--- src/rtl/core/assert_macros.svh ---
// Assertion macros shared by the tableau pivot RTL.
// Both macros sample on clk and are disabled while rst is high.
`ifndef ASSERT_MACROS_SVH
`define ASSERT_MACROS_SVH

// Plain property check.
`define STP_ASSERT(lbl, prop, msg) \
  lbl: assert property (@(posedge clk) disable iff (rst) prop) else $error(msg);

// Antecedent this cycle, consequent the next cycle.
`define STP_ASSERT_NEXT(lbl, ante, cons, msg) \
  lbl: assert property (@(posedge clk) disable iff (rst) (ante) |=> (cons)) else $error(msg);

`endif

--- src/rtl/core/stp_pkg.sv ---
// Package for the simplex tableau pivot block: sizes, codes, payload types.
// No dependencies; used by every module under rtl/core.
package stp_pkg;

  localparam int DIM       = 32;
  localparam int IDX_W     = $clog2(DIM);
  localparam int CNT_W     = IDX_W + 1;
  localparam int DATA_W    = 32;
  localparam int FRAC_BITS = 16;
  localparam int NUM_W     = DATA_W + FRAC_BITS;
  localparam int STEP_W    = $clog2(NUM_W + 1);
  localparam logic signed [DATA_W-1:0] FX_ONE = DATA_W'(1) <<< FRAC_BITS;
  localparam logic signed [DATA_W-1:0] FX_MAX = {1'b0, {(DATA_W-1){1'b1}}};
  localparam logic signed [DATA_W-1:0] FX_MIN = {1'b1, {(DATA_W-1){1'b0}}};

  // command codes
  localparam logic [1:0] CMD_WRITE = 2'd0;
  localparam logic [1:0] CMD_PIVOT = 2'd1;

  // mark codes
  localparam logic [1:0] MARK_NONE   = 2'd0;
  localparam logic [1:0] MARK_P1     = 2'd1;
  localparam logic [1:0] MARK_P1_DEM = 2'd2;
  localparam logic [1:0] MARK_P2     = 2'd3;

  // register indexes
  localparam logic [1:0] REG_NUM_COLS  = 2'd0;
  localparam logic [1:0] REG_NUM_ROWS  = 2'd1;
  localparam logic [1:0] REG_PIVOT_EPS = 2'd2;

  typedef struct packed {
    logic [1:0]               cmd;
    logic [IDX_W-1:0]         row;
    logic [IDX_W-1:0]         col;
    logic signed [DATA_W-1:0] value;
  } stp_req_t;

  typedef struct packed {
    logic signed [DATA_W-1:0] read_value;
    logic [1:0]               mark;
    logic                     status;
  } stp_rsp_t;

  typedef enum logic [3:0] {
    OP_NOP, OP_CLEAR, OP_READ, OP_WRITE, OP_LATCH_M, OP_LATCH_RHS,
    OP_MUL, OP_RND, OP_ELIM, OP_LOAD, OP_SHIFT, OP_MARK
  } cell_op_t;

  typedef struct packed {
    cell_op_t                 op;
    logic [IDX_W-1:0]         addr;
    logic [IDX_W-1:0]         row;
    logic [CNT_W-1:0]         nrows;
    logic                     zero_col;
    logic                     phase1;
    logic                     mixed;
    logic signed [DATA_W-1:0] wdata;
  } cell_ctl_t;

  typedef enum logic [4:0] {
    S_CLEAR, S_IDLE, S_WR,
    S_PV_RD, S_PV_CHK, S_PV_COLRD, S_PV_DIVGO, S_PV_DIV, S_PV_MUL, S_PV_RND, S_PV_ELIM,
    S_RC_RHS, S_RC_LATCH, S_ST_RD, S_ST_EV, S_FIRST, S_TOP_RD, S_TOP_EV,
    S_CL_RD, S_CL_EV, S_RT_MUL, S_RT_CMP, S_TI_RD, S_TI_LD, S_MK_WR,
    S_FIN_RD, S_FIN_OUT
  } stp_state_t;

endpackage

--- src/rtl/core/stp_cell.sv ---
// One tableau row: entry and mark memories, elimination datapath, ratio-chain stage.
// Depends on stp_pkg; instantiated once per row by simplex_tableau_pivot.
module stp_cell import stp_pkg::*; (
  input  logic                     clk,
  input  logic [IDX_W-1:0]         idx,
  input  cell_ctl_t                ctl,
  input  logic                     tie,
  input  logic                     star,
  input  logic signed [DATA_W-1:0] nxt_v,
  input  logic signed [DATA_W-1:0] nxt_rhs,
  output logic signed [DATA_W-1:0] rdata,
  output logic [1:0]               mkrd,
  output logic signed [DATA_W-1:0] sh_v,
  output logic signed [DATA_W-1:0] sh_rhs
);

  logic signed [DATA_W-1:0]   mem [DIM];
  logic [1:0]                 mk  [DIM];
  logic signed [DATA_W-1:0]   m;
  logic signed [DATA_W-1:0]   rhs_hold;
  logic signed [2*DATA_W-1:0] prod;
  logic signed [NUM_W:0]      rnd;
  logic [2*DATA_W-1:0]        pmag;
  logic [NUM_W-1:0]           rsh;
  logic signed [NUM_W+1:0]    diff;
  logic signed [DATA_W-1:0]   elim;
  logic [1:0]                 mark_val;
  logic                       own;

  assign own  = (idx == ctl.row);
  assign pmag = prod[2*DATA_W-1] ? (~prod + 1'b1) : prod;
  assign rsh  = NUM_W'((pmag + (64'd1 << (FRAC_BITS - 1))) >> FRAC_BITS);
  assign diff = (NUM_W+2)'(rdata) - (NUM_W+2)'(rnd);

  always_comb begin
    if (diff > (NUM_W+2)'(FX_MAX)) begin
      elim = FX_MAX;
    end else if (diff < (NUM_W+2)'(FX_MIN)) begin
      elim = FX_MIN;
    end else begin
      elim = diff[DATA_W-1:0];
    end
    if (!tie) begin
      mark_val = MARK_NONE;
    end else if (!ctl.phase1) begin
      mark_val = MARK_P2;
    end else if (ctl.mixed && !star) begin
      mark_val = MARK_P1_DEM;
    end else begin
      mark_val = MARK_P1;
    end
  end

  always_ff @(posedge clk) begin
    case (ctl.op)
      OP_CLEAR: begin
        mem[ctl.addr] <= '0;
        mk[ctl.addr]  <= MARK_NONE;
      end
      OP_READ: begin
        rdata <= mem[ctl.addr];
        mkrd  <= mk[ctl.addr];
      end
      OP_WRITE: begin
        if (own) mem[ctl.addr] <= ctl.wdata;
      end
      OP_LATCH_M:   m <= rdata;
      OP_LATCH_RHS: rhs_hold <= rdata;
      OP_MUL:       prod <= m * ctl.wdata;
      OP_RND:       rnd <= prod[2*DATA_W-1] ? -$signed({1'b0, rsh}) : $signed({1'b0, rsh});
      OP_ELIM: begin
        if (own) begin
          mem[ctl.addr] <= ctl.wdata;
        end else if ({1'b0, idx} < ctl.nrows) begin
          mem[ctl.addr] <= ctl.zero_col ? '0 : elim;
        end
      end
      OP_LOAD: begin
        sh_v   <= rdata;
        sh_rhs <= rhs_hold;
      end
      OP_SHIFT: begin
        sh_v   <= nxt_v;
        sh_rhs <= nxt_rhs;
      end
      OP_MARK: mk[ctl.addr] <= mark_val;
      default: ;
    endcase
  end

endmodule

--- config.mk ---
export PLATFORM = sky130hd
export DESIGN_NAME = stp_cell
export DESIGN_NICKNAME = d
export VERILOG_FILES = /design/src/rtl/core/assert_macros.svh /design/src/rtl/core/stp_pkg.sv /design/src/rtl/core/stp_cell.sv
export SDC_FILE = /design/constraint.sdc
export NUM_CORES = 2
export LEC_CHECK = 0
export ABC_CLOCK_PERIOD_IN_PS = 10270
export BUFFER_PORTS_ARGS = -buffer_cell sky130_fd_sc_hd__buf_2
export CAP_MARGIN = 20
export CORE_ASPECT_RATIO = 0.9
export CORE_MARGIN = 4
export CORE_UTILIZATION = 28
export DETAILED_ROUTE_END_ITERATION = 10
export PLACE_DENSITY_LB_ADDON = 0.2
export SLEW_MARGIN = 15
export SYNTH_ARGS = -nofsm -noshare
export SYNTH_HDL_FRONTEND = slang
export SYNTH_SLANG_ARGS = --single-unit
export TNS_END_PERCENT = 5
--- constraint.sdc ---
create_clock -name clk -period 10.27 [get_ports clk]
set_input_delay 1.027 -clock clk [delete_from_list [all_inputs] [get_ports clk]]
set_output_delay 1.027 -clock clk [all_outputs]
set_load 0.005 [all_outputs]
### Word level (Yosys, flattened, before mapping)

Memories as Yosys holds them, arrays and structs flattened. A register that Yosys moved wholly into a read port is not among the register bits.
Index checks and enable logic that the tools add are counted.
Widths: inputs -> output; s select.

* add/sub/neg operators: 4
* multiplexer cells: 27
* reductions and logical operators: 3
* bitwise gates (word level): 5
* equal/unequal tests: 12
* $lt $le $gt $ge: 3
* $mul: 1

Operators by type and width (number)
* $mux 32: 6
* $pmux 32 s2: 2
* $add 64x1->64 const B: 1
* $add 64x16->64 const B: 1
* $mul 32x32->64: 1
* $mux 64: 1
* $not 64->64: 1
* $gt 50x32->1 const B: 1
* $lt 50x32->1 const B: 1
* $sub 32x49->50: 1
* $neg 48->49: 1
* $mux 48: 1
* $eq 4x3->1 const B: 4
* $eq 4x4->1 const B: 4
* $mux 1: 13
* $eq 4x2->1 const B: 2
* $mux 2: 4
* $lt 5x6->1: 1
* $eq 5x5->1: 1
* $eq 4x1->1 const B: 1
* $or 1x1->1: 4
* $reduce_bool 2->1: 1
* $logic_and 1x1->1: 1
* $logic_not 1->1: 1

* memories kept: 2
* register bits after elaboration: 241
* output and inout port bits: 98
* bits of input ports: 127
* memory bits (writable): 1088

Memory list
* mem: words 32, bits a word 32, read ports 1, clocked after memory_dff 1, wr ports 1, line stp_cell.sv:17 `logic signed [DATA_W-1:0] mem [DIM];`
* mk: words 32, bits a word 2, read ports 1, clocked after memory_dff 1, wr ports 1, line stp_cell.sv:18 `logic [1:0] mk [DIM];`

### Depth between registers and ports, before layout

* depth in word-level cells: 7
* depth in mapped cells: 31
* mapped depth without buffers: 30

### Least setup slack after synthesis

Ideal clock, no wire load.

* kind: input to register
* from: input ctl[2] in the netlist's numbering
* to: register prod[61] (data pin)
* arrival time: 8.405 ns
* data required time: 10.005 ns
* slack: 1.600 ns
* cell stages on the path: 26
* cells stage by stage: clkbuf_1 clkbuf_1 nand2_1 inv_1 fa_1 fa_1 fa_1 fa_1 inv_1 fa_1 inv_1 fa_1 inv_1 fa_1 fa_1 inv_1 ha_1 clkbuf_1 o21ai_0 nand2b_1 and4_1 a221o_1 a31oi_1 o21ba_2 o21ai_0 xor2_1

* cells in the longest elaborated chain, start to end: 1

Ends and longest elaborated chain
* start, declared: line stp_cell.sv:6 `input cell_ctl_t ctl,`
* $mul 32x32->64: line stp_cell.sv:69 `OP_MUL: prod <= m * ctl.wdata;`
* end signal, assigned: line stp_cell.sv:69
* end, declared: line stp_cell.sv:21 `logic signed [2*DATA_W-1:0] prod;`

No other way between the ends.
A chain may end at the register's enable or synchronous reset.

### Final worst setup path

* from: register m[12]
* to: register prod[61] (data pin)

* cells in the longest elaborated chain, start to end: 1

Ends and longest elaborated chain
* start, declared: line stp_cell.sv:19 `logic signed [DATA_W-1:0] m;`
* start signal, assigned: line stp_cell.sv:67 `OP_LATCH_M: m <= rdata;`
* $mul 32x32->64: line stp_cell.sv:69

No other way between the ends.

==> flow_summary.toml <==
[cts]
cts_buffers = 152
clkLatencyLatePin_ns = 0.81
cts-resized-gates = 0
tritoncts = "built"
cts_sinks = 1363
path_clk_slew_ns = 0.07
cts_setup_buffers = 0
clock-root-buffer = "clkbuf_16"
clockBufferDepth = 4
htree_num_levels = 4
hold_buffers = 0

[worst_setup_path]
endpoint_kind = "flop"
critPathKind = "reg -> reg"
reg2reg_slack_ns = 1.06
cp_slowest_cell = "edfxtp_1"
critPathTopFamily = "adder cells"
cpPeakStageDelay_ns = 0.96
cp.required_ns = 10.77
critPathBufInv = 4
worstSetupStartpointType = "flop"
critical_path_peak_fanout = 20
cp_common_cell = "fa_1"
arrival_ns = 9.72

[placed_design]
place.gp.congestion = 0.840
port_buffers = 224
hpwl_microns = 200000
placed_cell_area_sq_um = 102000

[sta]
timing_hold_violations_final = 0
clock.fmax_mhz = 109
relSlewSlack_pct = 22.7
slew_violations = 0
fin_crit_sh_pct = 89.7
tns_ns = 0
min_period_ns = 9.21
worst_pin_slew_ns = 1.16
setup_viol = 0
skew_ns = 0.0785
rsz0062_at_grt = "no"

[job]
drv_cap = 0

[min_path]
hold_class = "in -> reg"

[die]
core_area_sq_um = 337000
die_y_microns = 560
die_area_sq_um = 348000
start_util_pct = 28.2
die_w_microns = 622
fp-row-count = 202
io-pin-count = 225

[drt]
drtAntennaViolNets = 0
drtPass1Iterations = 5
routed_via_density = 4.85
drt-initial-drc-count = 4542
drc = 0
routed_wl_microns = 296000
wl_per_cell_microns = 24.4
num_vias = 59100

[final_layout]
design_area_sq_um = 107000
drive_above_1_share_pct = 14.3
layout_commonest_cell = "edfxtp_1"
final_nets = 9001
final_cell_mix = "1363 x edfxtp_1, 1083 x fa_1, 1066 x inv_1"
area_growth_pct = 12.8

[synthesis]
async_flop_share_pct = 0
synth-seq-cells = 1363
synth_area_leaders = "edfxtp_1 43%, fa_1 23%, mux4_2 6.5%, inv_1 4.2%, and2_1 3.3%"
synthCells = 7370
synth.top_cell.area_share_pct = 43.1
syn_area_sq_um = 94900
synth_top_cell_by_area = "edfxtp_1"
synth_area_per_cell_sq_um = 12.9
synth-edff-count = 1363
synthFlopType = "edfxtp_1"
yosysSeqAreaShare_pct = 43.1
yosysUniqueCellTypes = 90
yosysWarnings = 0
syn-num-nets = 8819

[global_route]
grt_most_used_layer = "met2"
use_met1_pct = 23.0
use_met3_pct = 1.78
grt_pass1_wl_microns = 438000
grt-ovfl-total = 0
grt_pass1_vias = 62900
track_usage_pct = 16.9
use_met2_pct = 28.9
grt_max_degree = 125
antenna_found_initial = 25

[status]
status = "completed"
==> metal layers <==
metal | vias up | share of wire, %
met2 | 1553 | 49
met3 | 326 | 4.6
li1 | 25500 | -
met4 | 0 | 2.1
met5 | - | 0
met1 | 31600 | 44
==> stage by stage <==
step / util, % / std cells / hold slack (ns) / worst slack, ns
5_1_grt: 31.8 / 12200 / 0.489 / 0.523
2_1_floorplan: - / 7370 / 0.493 / 1.60
6_report: 31.8 / 12200 / 0.495 / 1.06
4_1_cts: 31.7 / 12100 / 0.432 / 0.978
3_3_place_gp: 30.3 / 11900 / 0.529 / 0.508
3_5_place_dp: 30.3 / 11900 / 0.533 / 0.561
==> final cells by class <==
| type | count | area, sq um |
|---|---|---|
| Sequential cell | 1363 | 40900 |
| Inverter | 1068 | 4010 |
| Tap cell | 4488 | 5620 |
| Antenna cell | 17 | 42.5 |
| Fill cell | 33600 | 230000 |
| Timing Repair Buffer | 439 | 2850 |
| Clock buffer | 181 | 3960 |
| Multi-Input combinational cell | 4528 | 48900 |
| Clock inverter | 81 | 709 |
==> Yosys cell counts (17+ instances only) <==
library cell	n
and3_1	58
a2111oi_0	29
inv_1	1066
nor3_1	55
nor2b_1	21
a22oi_1	143
a21oi_1	161
o21bai_1	21
fa_1	1083
or3_1	25
nand2b_1	32
nand3_1	73
mux2_2	63
buf_1	45
nand2_1	680
mux4_2	272
clkbuf_1	361
nor4_1	25
nor2_1	220
o21ai_0	109
o211ai_1	17
a21o_1	84
xnor2_1	159
ha_1	239
edfxtp_1	1363
and2_1	506
nand4_1	77
o31ai_1	24
xor2_1	82
a31oi_1	19
a41oi_1	31
==> flip-flops by register name, summed over array words and instances, names as in the netlist <==
register,count
rnd,49
m,32
rhs_hold,32
mk,64
mkrd,2
mem,1024
sh_rhs,32
sh_v,32
prod,64
rdata,32
==> final timing paths <==
check             cells past startpoint         end         start
setup / recovery                     27    prod[61]         m[12]
hold / removal                        3     sh_v[0]      nxt_v[0]
setup reg to reg                     27    prod[61]         m[12]
hold reg to reg                       1  sh_rhs[31]  rhs_hold[31]
==> worst reg2reg max path: cells and delay by family (launching register included) <==
family	cells	cell delay, ns
fa+ha+maj	9	4.47
compound gates	9	2.06
flops	1	0.96
buf+inv	4	0.64
simple gates	4	0.60
xor+xnor	1	0.15
==> logic make-up (layout without fill, tap and decap cells) <==
family / after synthesis / after routing / share of synthesized area [%]
compound gates: 771 / 771 / 5.60
xor+xnor: 241 / 241 / 2.22
fa+ha+maj: 1322 / 1322 / 26.0
buf+inv: 1479 / 1769 / 5.88
flops: 1363 / 1363 / 43.1
mux: 345 / 345 / 7.31
other cells: 0 / 17 / 0
simple gates: 1849 / 1849 / 9.85
Power is not shown: default switching activity piles up to over one toggle a cycle in this logic, so the estimate is an artifact.
