--- src/rtl/core/assert_macros.svh ---
// Assertion macros shared by the tableau pivot RTL.
// Both macros sample on clk and are disabled while rst is high.
`ifndef ASSERT_MACROS_SVH
`define ASSERT_MACROS_SVH

// Plain property check.
`define STP_ASSERT(lbl, prop, msg) \
  lbl: assert property (@(posedge clk) disable iff (rst) prop) else $error(msg);

// Antecedent this cycle, consequent the next cycle.
`define STP_ASSERT_NEXT(lbl, ante, cons, msg) \
  lbl: assert property (@(posedge clk) disable iff (rst) (ante) |=> (cons)) else $error(msg);

`endif

--- src/rtl/core/stp_pkg.sv ---
// Package for the simplex tableau pivot block: sizes, codes, payload types.
// No dependencies; used by every module under rtl/core.
package stp_pkg;

  localparam int DIM       = 32;
  localparam int IDX_W     = $clog2(DIM);
  localparam int CNT_W     = IDX_W + 1;
  localparam int DATA_W    = 32;
  localparam int FRAC_BITS = 16;
  localparam int NUM_W     = DATA_W + FRAC_BITS;
  localparam int STEP_W    = $clog2(NUM_W + 1);
  localparam logic signed [DATA_W-1:0] FX_ONE = DATA_W'(1) <<< FRAC_BITS;
  localparam logic signed [DATA_W-1:0] FX_MAX = {1'b0, {(DATA_W-1){1'b1}}};
  localparam logic signed [DATA_W-1:0] FX_MIN = {1'b1, {(DATA_W-1){1'b0}}};

  // command codes
  localparam logic [1:0] CMD_WRITE = 2'd0;
  localparam logic [1:0] CMD_PIVOT = 2'd1;

  // mark codes
  localparam logic [1:0] MARK_NONE   = 2'd0;
  localparam logic [1:0] MARK_P1     = 2'd1;
  localparam logic [1:0] MARK_P1_DEM = 2'd2;
  localparam logic [1:0] MARK_P2     = 2'd3;

  // register indexes
  localparam logic [1:0] REG_NUM_COLS  = 2'd0;
  localparam logic [1:0] REG_NUM_ROWS  = 2'd1;
  localparam logic [1:0] REG_PIVOT_EPS = 2'd2;

  typedef struct packed {
    logic [1:0]               cmd;
    logic [IDX_W-1:0]         row;
    logic [IDX_W-1:0]         col;
    logic signed [DATA_W-1:0] value;
  } stp_req_t;

  typedef struct packed {
    logic signed [DATA_W-1:0] read_value;
    logic [1:0]               mark;
    logic                     status;
  } stp_rsp_t;

  typedef enum logic [3:0] {
    OP_NOP, OP_CLEAR, OP_READ, OP_WRITE, OP_LATCH_M, OP_LATCH_RHS,
    OP_MUL, OP_RND, OP_ELIM, OP_LOAD, OP_SHIFT, OP_MARK
  } cell_op_t;

  typedef struct packed {
    cell_op_t                 op;
    logic [IDX_W-1:0]         addr;
    logic [IDX_W-1:0]         row;
    logic [CNT_W-1:0]         nrows;
    logic                     zero_col;
    logic                     phase1;
    logic                     mixed;
    logic signed [DATA_W-1:0] wdata;
  } cell_ctl_t;

  typedef enum logic [4:0] {
    S_CLEAR, S_IDLE, S_WR,
    S_PV_RD, S_PV_CHK, S_PV_COLRD, S_PV_DIVGO, S_PV_DIV, S_PV_MUL, S_PV_RND, S_PV_ELIM,
    S_RC_RHS, S_RC_LATCH, S_ST_RD, S_ST_EV, S_FIRST, S_TOP_RD, S_TOP_EV,
    S_CL_RD, S_CL_EV, S_RT_MUL, S_RT_CMP, S_TI_RD, S_TI_LD, S_MK_WR,
    S_FIN_RD, S_FIN_OUT
  } stp_state_t;

endpackage

--- src/rtl/core/stp_div.sv ---
// Radix-2 restoring divider for the pivot row: round(|a|<<FRAC / |p|), signed, saturated.
// Depends on stp_pkg.
module stp_div import stp_pkg::*; (
  input  logic                     clk,
  input  logic                     rst,
  input  logic                     start,
  input  logic signed [DATA_W-1:0] num,
  input  logic signed [DATA_W-1:0] den,
  output logic                     busy,
  output logic                     done,
  output logic signed [DATA_W-1:0] quot
);

  logic              run;
  logic [STEP_W-1:0] cnt;
  logic [NUM_W-1:0]  nq;
  logic [DATA_W-1:0] rem;
  logic [DATA_W-1:0] dmag;
  logic              neg;
  logic [DATA_W-1:0] amag, pmag;
  logic [DATA_W:0]   rem_s;
  logic              ge;

  assign amag  = num[DATA_W-1] ? (~num + 1'b1) : num;
  assign pmag  = den[DATA_W-1] ? (~den + 1'b1) : den;
  assign rem_s = {rem, nq[NUM_W-1]};
  assign ge    = rem_s >= {1'b0, dmag};

  always_ff @(posedge clk) begin
    if (rst) begin
      run  <= 1'b0;
      done <= 1'b0;
      cnt  <= '0;
    end else begin
      done <= 1'b0;
      if (start) begin
        run <= 1'b1;
        cnt <= STEP_W'(NUM_W);
      end else if (run) begin
        cnt <= cnt - 1'b1;
        if (cnt == STEP_W'(1)) begin
          run  <= 1'b0;
          done <= 1'b1;
        end
      end
    end
  end

  always_ff @(posedge clk) begin
    if (start) begin
      neg  <= num[DATA_W-1] ^ den[DATA_W-1];
      dmag <= pmag;
      rem  <= '0;
      // numerator carries the half-divisor so the quotient comes out rounded
      nq   <= ({{FRAC_BITS{1'b0}}, amag} << FRAC_BITS) + NUM_W'(pmag >> 1);
    end else if (run) begin
      rem <= ge ? DATA_W'(rem_s - {1'b0, dmag}) : rem_s[DATA_W-1:0];
      nq  <= {nq[NUM_W-2:0], ge};
    end
  end

  always_comb begin
    if (!neg) begin
      quot = (nq > NUM_W'(FX_MAX)) ? FX_MAX : nq[DATA_W-1:0];
    end else begin
      quot = (nq >= NUM_W'(FX_MAX) + NUM_W'(1)) ? FX_MIN : -nq[DATA_W-1:0];
    end
  end

  assign busy = run;

endmodule

--- config.mk ---
export PLATFORM = sky130hd
export DESIGN_NAME = stp_div
export DESIGN_NICKNAME = d
export VERILOG_FILES = /design/src/rtl/core/assert_macros.svh /design/src/rtl/core/stp_pkg.sv /design/src/rtl/core/stp_div.sv
export SDC_FILE = /design/constraint.sdc
export NUM_CORES = 1
export LEC_CHECK = 0
export ABC_CLOCK_PERIOD_IN_PS = 5730
export BUFFER_PORTS_ARGS = -buffer_cell sky130_fd_sc_hd__buf_2
export CORE_ASPECT_RATIO = 1.4
export CORE_UTILIZATION = 56
export CTS_BUF_LIST = sky130_fd_sc_hd__clkbuf_8
export DETAILED_ROUTE_END_ITERATION = 6
export GPL_TIMING_DRIVEN = 0
export PLACE_DENSITY = 0.82
export SYNTH_ARGS = -nofsm -noshare
export SYNTH_HDL_FRONTEND = slang
export SYNTH_SLANG_ARGS = --single-unit
--- constraint.sdc ---
create_clock -name clk -period 5.73 [get_ports clk]
set_input_delay 0.2865 -clock clk [delete_from_list [all_inputs] [get_ports clk]]
set_output_delay 0.2865 -clock clk [all_outputs]
set_load 0.05 [all_outputs]
# Word-level counts from Yosys, hierarchy flattened
# Index checks and enable logic that the tools add are counted.
dict set report classes {
  muxes 14
  n_eq_ne 1
  order_cmp 3
  reduce_logical 3
  add_sub_neg 6
  bitwise_logic 4
}
# cell n
set ops {}
lappend ops {{two-way mux 32 bit} 6}
lappend ops {{two-way mux 48 bit} 2}
lappend ops {{adder 32 x 1 -> 32 bit, second input constant} 2}
lappend ops {{NOT 32 bit} 2}
lappend ops {{adder 48 x 31 -> 48 bit} 1}
lappend ops {{>= comparator 48 x 32 -> 1 bit, second input constant} 1}
lappend ops {{greater-than comparator 48 x 31 -> 1 bit, second input constant} 1}
lappend ops {{>= comparator 33 x 32 -> 1 bit} 1}
lappend ops {{negator 32 bit} 1}
lappend ops {{subtractor 32 bit} 1}
lappend ops {{two-way mux 6 bit} 2}
lappend ops {{== test 6 x 1 -> 1 bit, second input constant} 1}
lappend ops {{subtractor 6 x 1 -> 6 bit, second input constant} 1}
lappend ops {{two-way mux 1 bit} 4}
lappend ops {{OR reduction 3 bit} 1}
lappend ops {{nonzero test 2 bit} 1}
lappend ops {{OR reduction 2 bit} 1}
lappend ops {{NOT 1 bit} 1}
lappend ops {{XOR 1 bit} 1}
dict set report totals {
  out_inout_bits 34
  ff_bits 121
  inputBits 67
}

# Longest topological paths before layout
dict set report logic_depth {
  depth_word 5
  ltp_mapped 21
  ltp_nobuf 21
}

# Worst setup path after synthesis
# OpenSTA, ideal clock, no wires.
dict set report synth_path {
  kind {input -> register}
  startpoint {input port den[5]}
  endpoint {register nq[45] (data pin)}
  setup_slack_ns 0.337
  stages 18
  required_time_ns 5.470
  n_path_buf 0
  t_arrival_ns 5.133
  path_cell_list {nor4_1 nand2_1 or4_1 or2_2 nand2b_1 or4_1 or3_1 o41ai_1 xnor2_1 ha_1 nand2_1 o31a_1 maj3_1 o311a_1 nand2b_1 nor3_1 xor2_1 mux2_2}
}
dict set report synth_via {
  elab_chain_len 5
}
# element line
set synth_rtl {}
lappend synth_rtl {{start, declared} stp_div.sv:8} ;# input logic signed [DATA_W-1:0] den,
lappend synth_rtl {{NOT 32 bit} stp_div.sv:25} ;# assign pmag = den[DATA_W-1] ? (~den + 1'b1) : den;
lappend synth_rtl {{adder 32 x 1 -> 32 bit} stp_div.sv:25}
lappend synth_rtl {{two-way mux 32 bit} stp_div.sv:25}
lappend synth_rtl {{named net pmag[25]} stp_div.sv:20} ;# logic [DATA_W-1:0] amag, pmag;
lappend synth_rtl {{adder 48 x 31 -> 48 bit} stp_div.sv:55} ;# nq <= ({{FRAC_BITS{1'b0}}, amag} << FRAC_BITS) + NUM_W'(pmag >> 1);
lappend synth_rtl {{two-way mux 48 bit} stp_div.sv:50} ;# if (start) begin
lappend synth_rtl {{end signal, assigned} stp_div.sv:55}
lappend synth_rtl {{end signal, assigned} stp_div.sv:58} ;# nq <= {nq[NUM_W-2:0], ge};
lappend synth_rtl {{end, declared} stp_div.sv:16} ;# logic [NUM_W-1:0] nq;
# The timed path passes the listed nets, and every way through them passes these cells.
# A chain may end at the register's enable or synchronous reset.

# Worst setup path after layout
# Same ends and word-level chain as after synthesis.

==> metrics <==
HP Class primary input to register; CTS tree built; Starting Density 57.0%; row cnt 57; P_leak 0.00424 uW; pin count of the biggest net entering global routing 35; via-per-instance ratio 6.16; actual slew at the worst max-slew pin 0.986 ns; DRT antenna net count 0; Max clock buf depth 2; post-synthesis async set-or-reset flop share 0%; Avg WL per Cell 18.4 um; PwrDens 275 nW/um^2; met2 usage 57.4%; initial DRC count 723; first-pass GRT wire length 44800 um; Fin Setup TNS 0 ns; Num CTS Buffers 17; clk sinks 121; die footprint 18200 um^2; Critical Path Most Common Cell nand2b_1; Crit Path Class primary input to register; vias after detailed routing 9436; met3 usage 4.80%; Remaining Overflow, GRT 0; Synth cell types 69; max-cap violations 0; Worst Skew 0.0124 ns; synth warn 0; RSZ-0062 raised after global routing false; final core occ 64.1%; die height 159 um; Max-slew headroom 33.6%; hpwl dp 21800 um; Post-Synth Simple-Gate Area 19.9%; Ports 101; Peak VDD IR 174 uV; Post-synth EDFFs 81; final net count 1403; Tmin final 5.60 ns; critical path startpoint category primary input; DRC Markers 0; post-synthesis cell area 9880 um^2; ys flop type edfxtp_1; Final setup viols 0; # Post-CTS Setup Buffers 0; Worst-path clk slew 0.08 ns; CP max FO 5; Total Power 3060 uW; Synth Area in Compound Gates 21.8%; Worst setup EP type register; final slew viol count 0; number of synthesized register bits 121; CP cell instances buf_2 -> nor4_4 -> nand2_1 -> or4_1 -> or2_2 -> nand2b_1 -> or4_4 -> o31ai_2 -> xnor2_1 -> ha_1 -> o21ai_0 -> o21bai_1 -> a2111oi_2 -> o31a_1 -> maj3_1 -> o311a_1 -> nand2b_1 -> nor3_1 -> xor2_1 -> mux2_2; CORE AREA 17300 um^2; GPL Wtd Cong 0.937; max frequency 0.179 GHz; CTS Root Cell clkbuf_8; syn avg cell area 8.47 um^2; slowest CP cell or4_4; largest family of logic cells by synthesized area compound AO/OA/AOI/OAI gates; clock latency on the worst-skew pair 0.47 ns; hold_ws 0.0629 ns; Synthesized Nets 1286; XOR/XNOR Fraction of Synth Area 9.49%; global-route usage over all layers 31.6%; ratio of final minimum period to clock period 97.7%; H-tree depth 4; register area share after synthesis 32.7%; Antenna diodes 0; Most Crowded Layer GR met2; met1 Use GR 33.2%; Worst path max stage delay 0.49 ns; outcome finished, final reports clean; Arrival @ worst endpoint 5.82 ns; Cells after Synth 1166; Critical Path RT 5.95 ns; count of input and output buffers 97; final hold violation count 0; Adder-Cell Fraction of Synth Area 6.97%; initial antenna violation count 0; post-synthesis mux area share 4.50%; number of global-route vias before repair 9229; drt pass-1 iters 5; Area Overhead vs Synth 12.5%; layout cells sized above 1 15.0%; Hold Buf Count CTS 0; drt total wl 28200 um; Die X 114 um
==> timing repair <==
| item | CTS | global route |
|---|---|---|
| endpoints found under the hold margin | 0 | 0 |
| setup endpoints to repair | 3 | 12 |
| resized for setup | 1 | 7 |
==> per-stage QoR <==
| step | cell area [um^2] | instances | worst slack (ns) |
|---|---|---|---|
| finish | 11100 | 1532 | 0.132 |
| floorplan | 9880 | 1166 | 0.337 |
| detailed placement | 10700 | 1500 | -0.521 |
| CTS | 11100 | 1532 | 0.0724 |
| global route | 11100 | 1532 | 0.00332 |
| global placement | 10700 | 1499 | -0.488 |
==> cell type report <==
| class | count | area [um^2] |
|---|---|---|
| well taps | 236 | 295 |
| multi-input cells | 923 | 6230 |
| inverters | 66 | 248 |
| repair buffers | 98 | 505 |
| plain buffers | 56 | 213 |
| clock inverters | 15 | 156 |
| clock buffers | 17 | 234 |
| fillers | 1517 | 6210 |
| flip-flops and latches | 121 | 3230 |
==> worst max-delay path: cells and delay by family <==
kind	cells	cell delay [ns]
adder cells (fa/ha/maj)	2	0.70
multiplexers	1	0.27
AND/OR/NAND/NOR	8	2.47
buffers and inverters	1	0.14
AO/OA/AOI/OAI	6	1.57
XOR/XNOR	2	0.36
==> kinds of logic after synthesis <==
logic type	Yosys count
compound gates	318
xor+xnor	107
fa+ha+maj	54
buf+inv	122
flops	121
mux	41
simple gates	403
==> layer usage <==
| metal | share of wire [%] | wire, um | vias to the layer above |
|---|---|---|---|
| li1 | - | - | 4537 |
| met1 | 37 | 10500 | 4452 |
| met2 | 52 | 14700 | 329 |
| met3 | 4.2 | 1190 | 118 |
| met4 | 6.4 | 1800 | 0 |
| met5 | 0 | 0 | - |
==> power by group <==
group	total (uW)	leakage, uW	internal [uW]	switching [uW]
Sequential	1170	0.00113	1070	102
Combinational	1110	0.00292	416	699
Clock	776	0.000194	359	417
==> layout by cell type, fill, tap and decap left out, types with 27 or more instances in the layout <==
master and instances:
nor2_1 125, nand2_1 109, buf_2 99, o21ai_0 85
edfxtp_1 81, xnor2_1 76, inv_1 65, ha_1 51
clkbuf_1 48, a21oi_1 47, dfxtp_1 40, a211oi_1 35
xor2_1 31, nor3_1 27, mux2_2 27
==> final timing paths <==
path / slack (ns) / end / depth (start not counted) / startpoint
max: 0.13 / nq[45] / 20 / den[5]
min: 0.06 / dmag[0] / 1 / den[0]
max reg2reg: 1.69 / rem[30] / 15 / dmag[21]
min reg2reg: 0.47 / rem[31] / 2 / rem[31]
==> synth_stat cells, types with 4 or more instances <==
cell type	n	share of area (%)
xnor2_1	76	6.7
or3_1	23	1.5
clkbuf_1	48	1.8
o31ai_1	19	1.4
o21a_1	12	0.91
buf_1	6	0.23
a31oi_1	9	0.57
a221o_1	5	0.51
nand4_1	10	0.63
ha_1	51	6.5
mux2i_1	14	1.4
or2_2	16	1.0
or4_1	12	0.91
nor3_1	27	1.4
nor2_1	125	4.7
o41ai_1	13	1.2
edfxtp_1	81	25
nand2b_1	12	0.76
dfxtp_1	40	8.1
o211ai_1	7	0.53
or3_4	4	0.46
nand3b_1	4	0.30
o22ai_1	4	0.25
nor2b_1	8	0.51
a21o_1	19	1.4
a21oi_1	47	2.4
o21ai_0	85	4.3
nand2_1	110	4.2
inv_1	65	2.5
mux2_2	27	3.1
nor4_1	14	0.89
a311oi_1	5	0.44
o311ai_0	21	1.9
nand3_1	17	0.86
a211oi_1	35	2.7
o31a_1	11	0.98
o21bai_1	4	0.30
xor2_1	31	2.7
==> flip-flops by register name (all words and copies together) (netlist names) <==
signal	cells
done	1
busy	1
neg	1
nq	48
rem	32
dmag	32
cnt	6
Power figures use the tool's default switching activity.
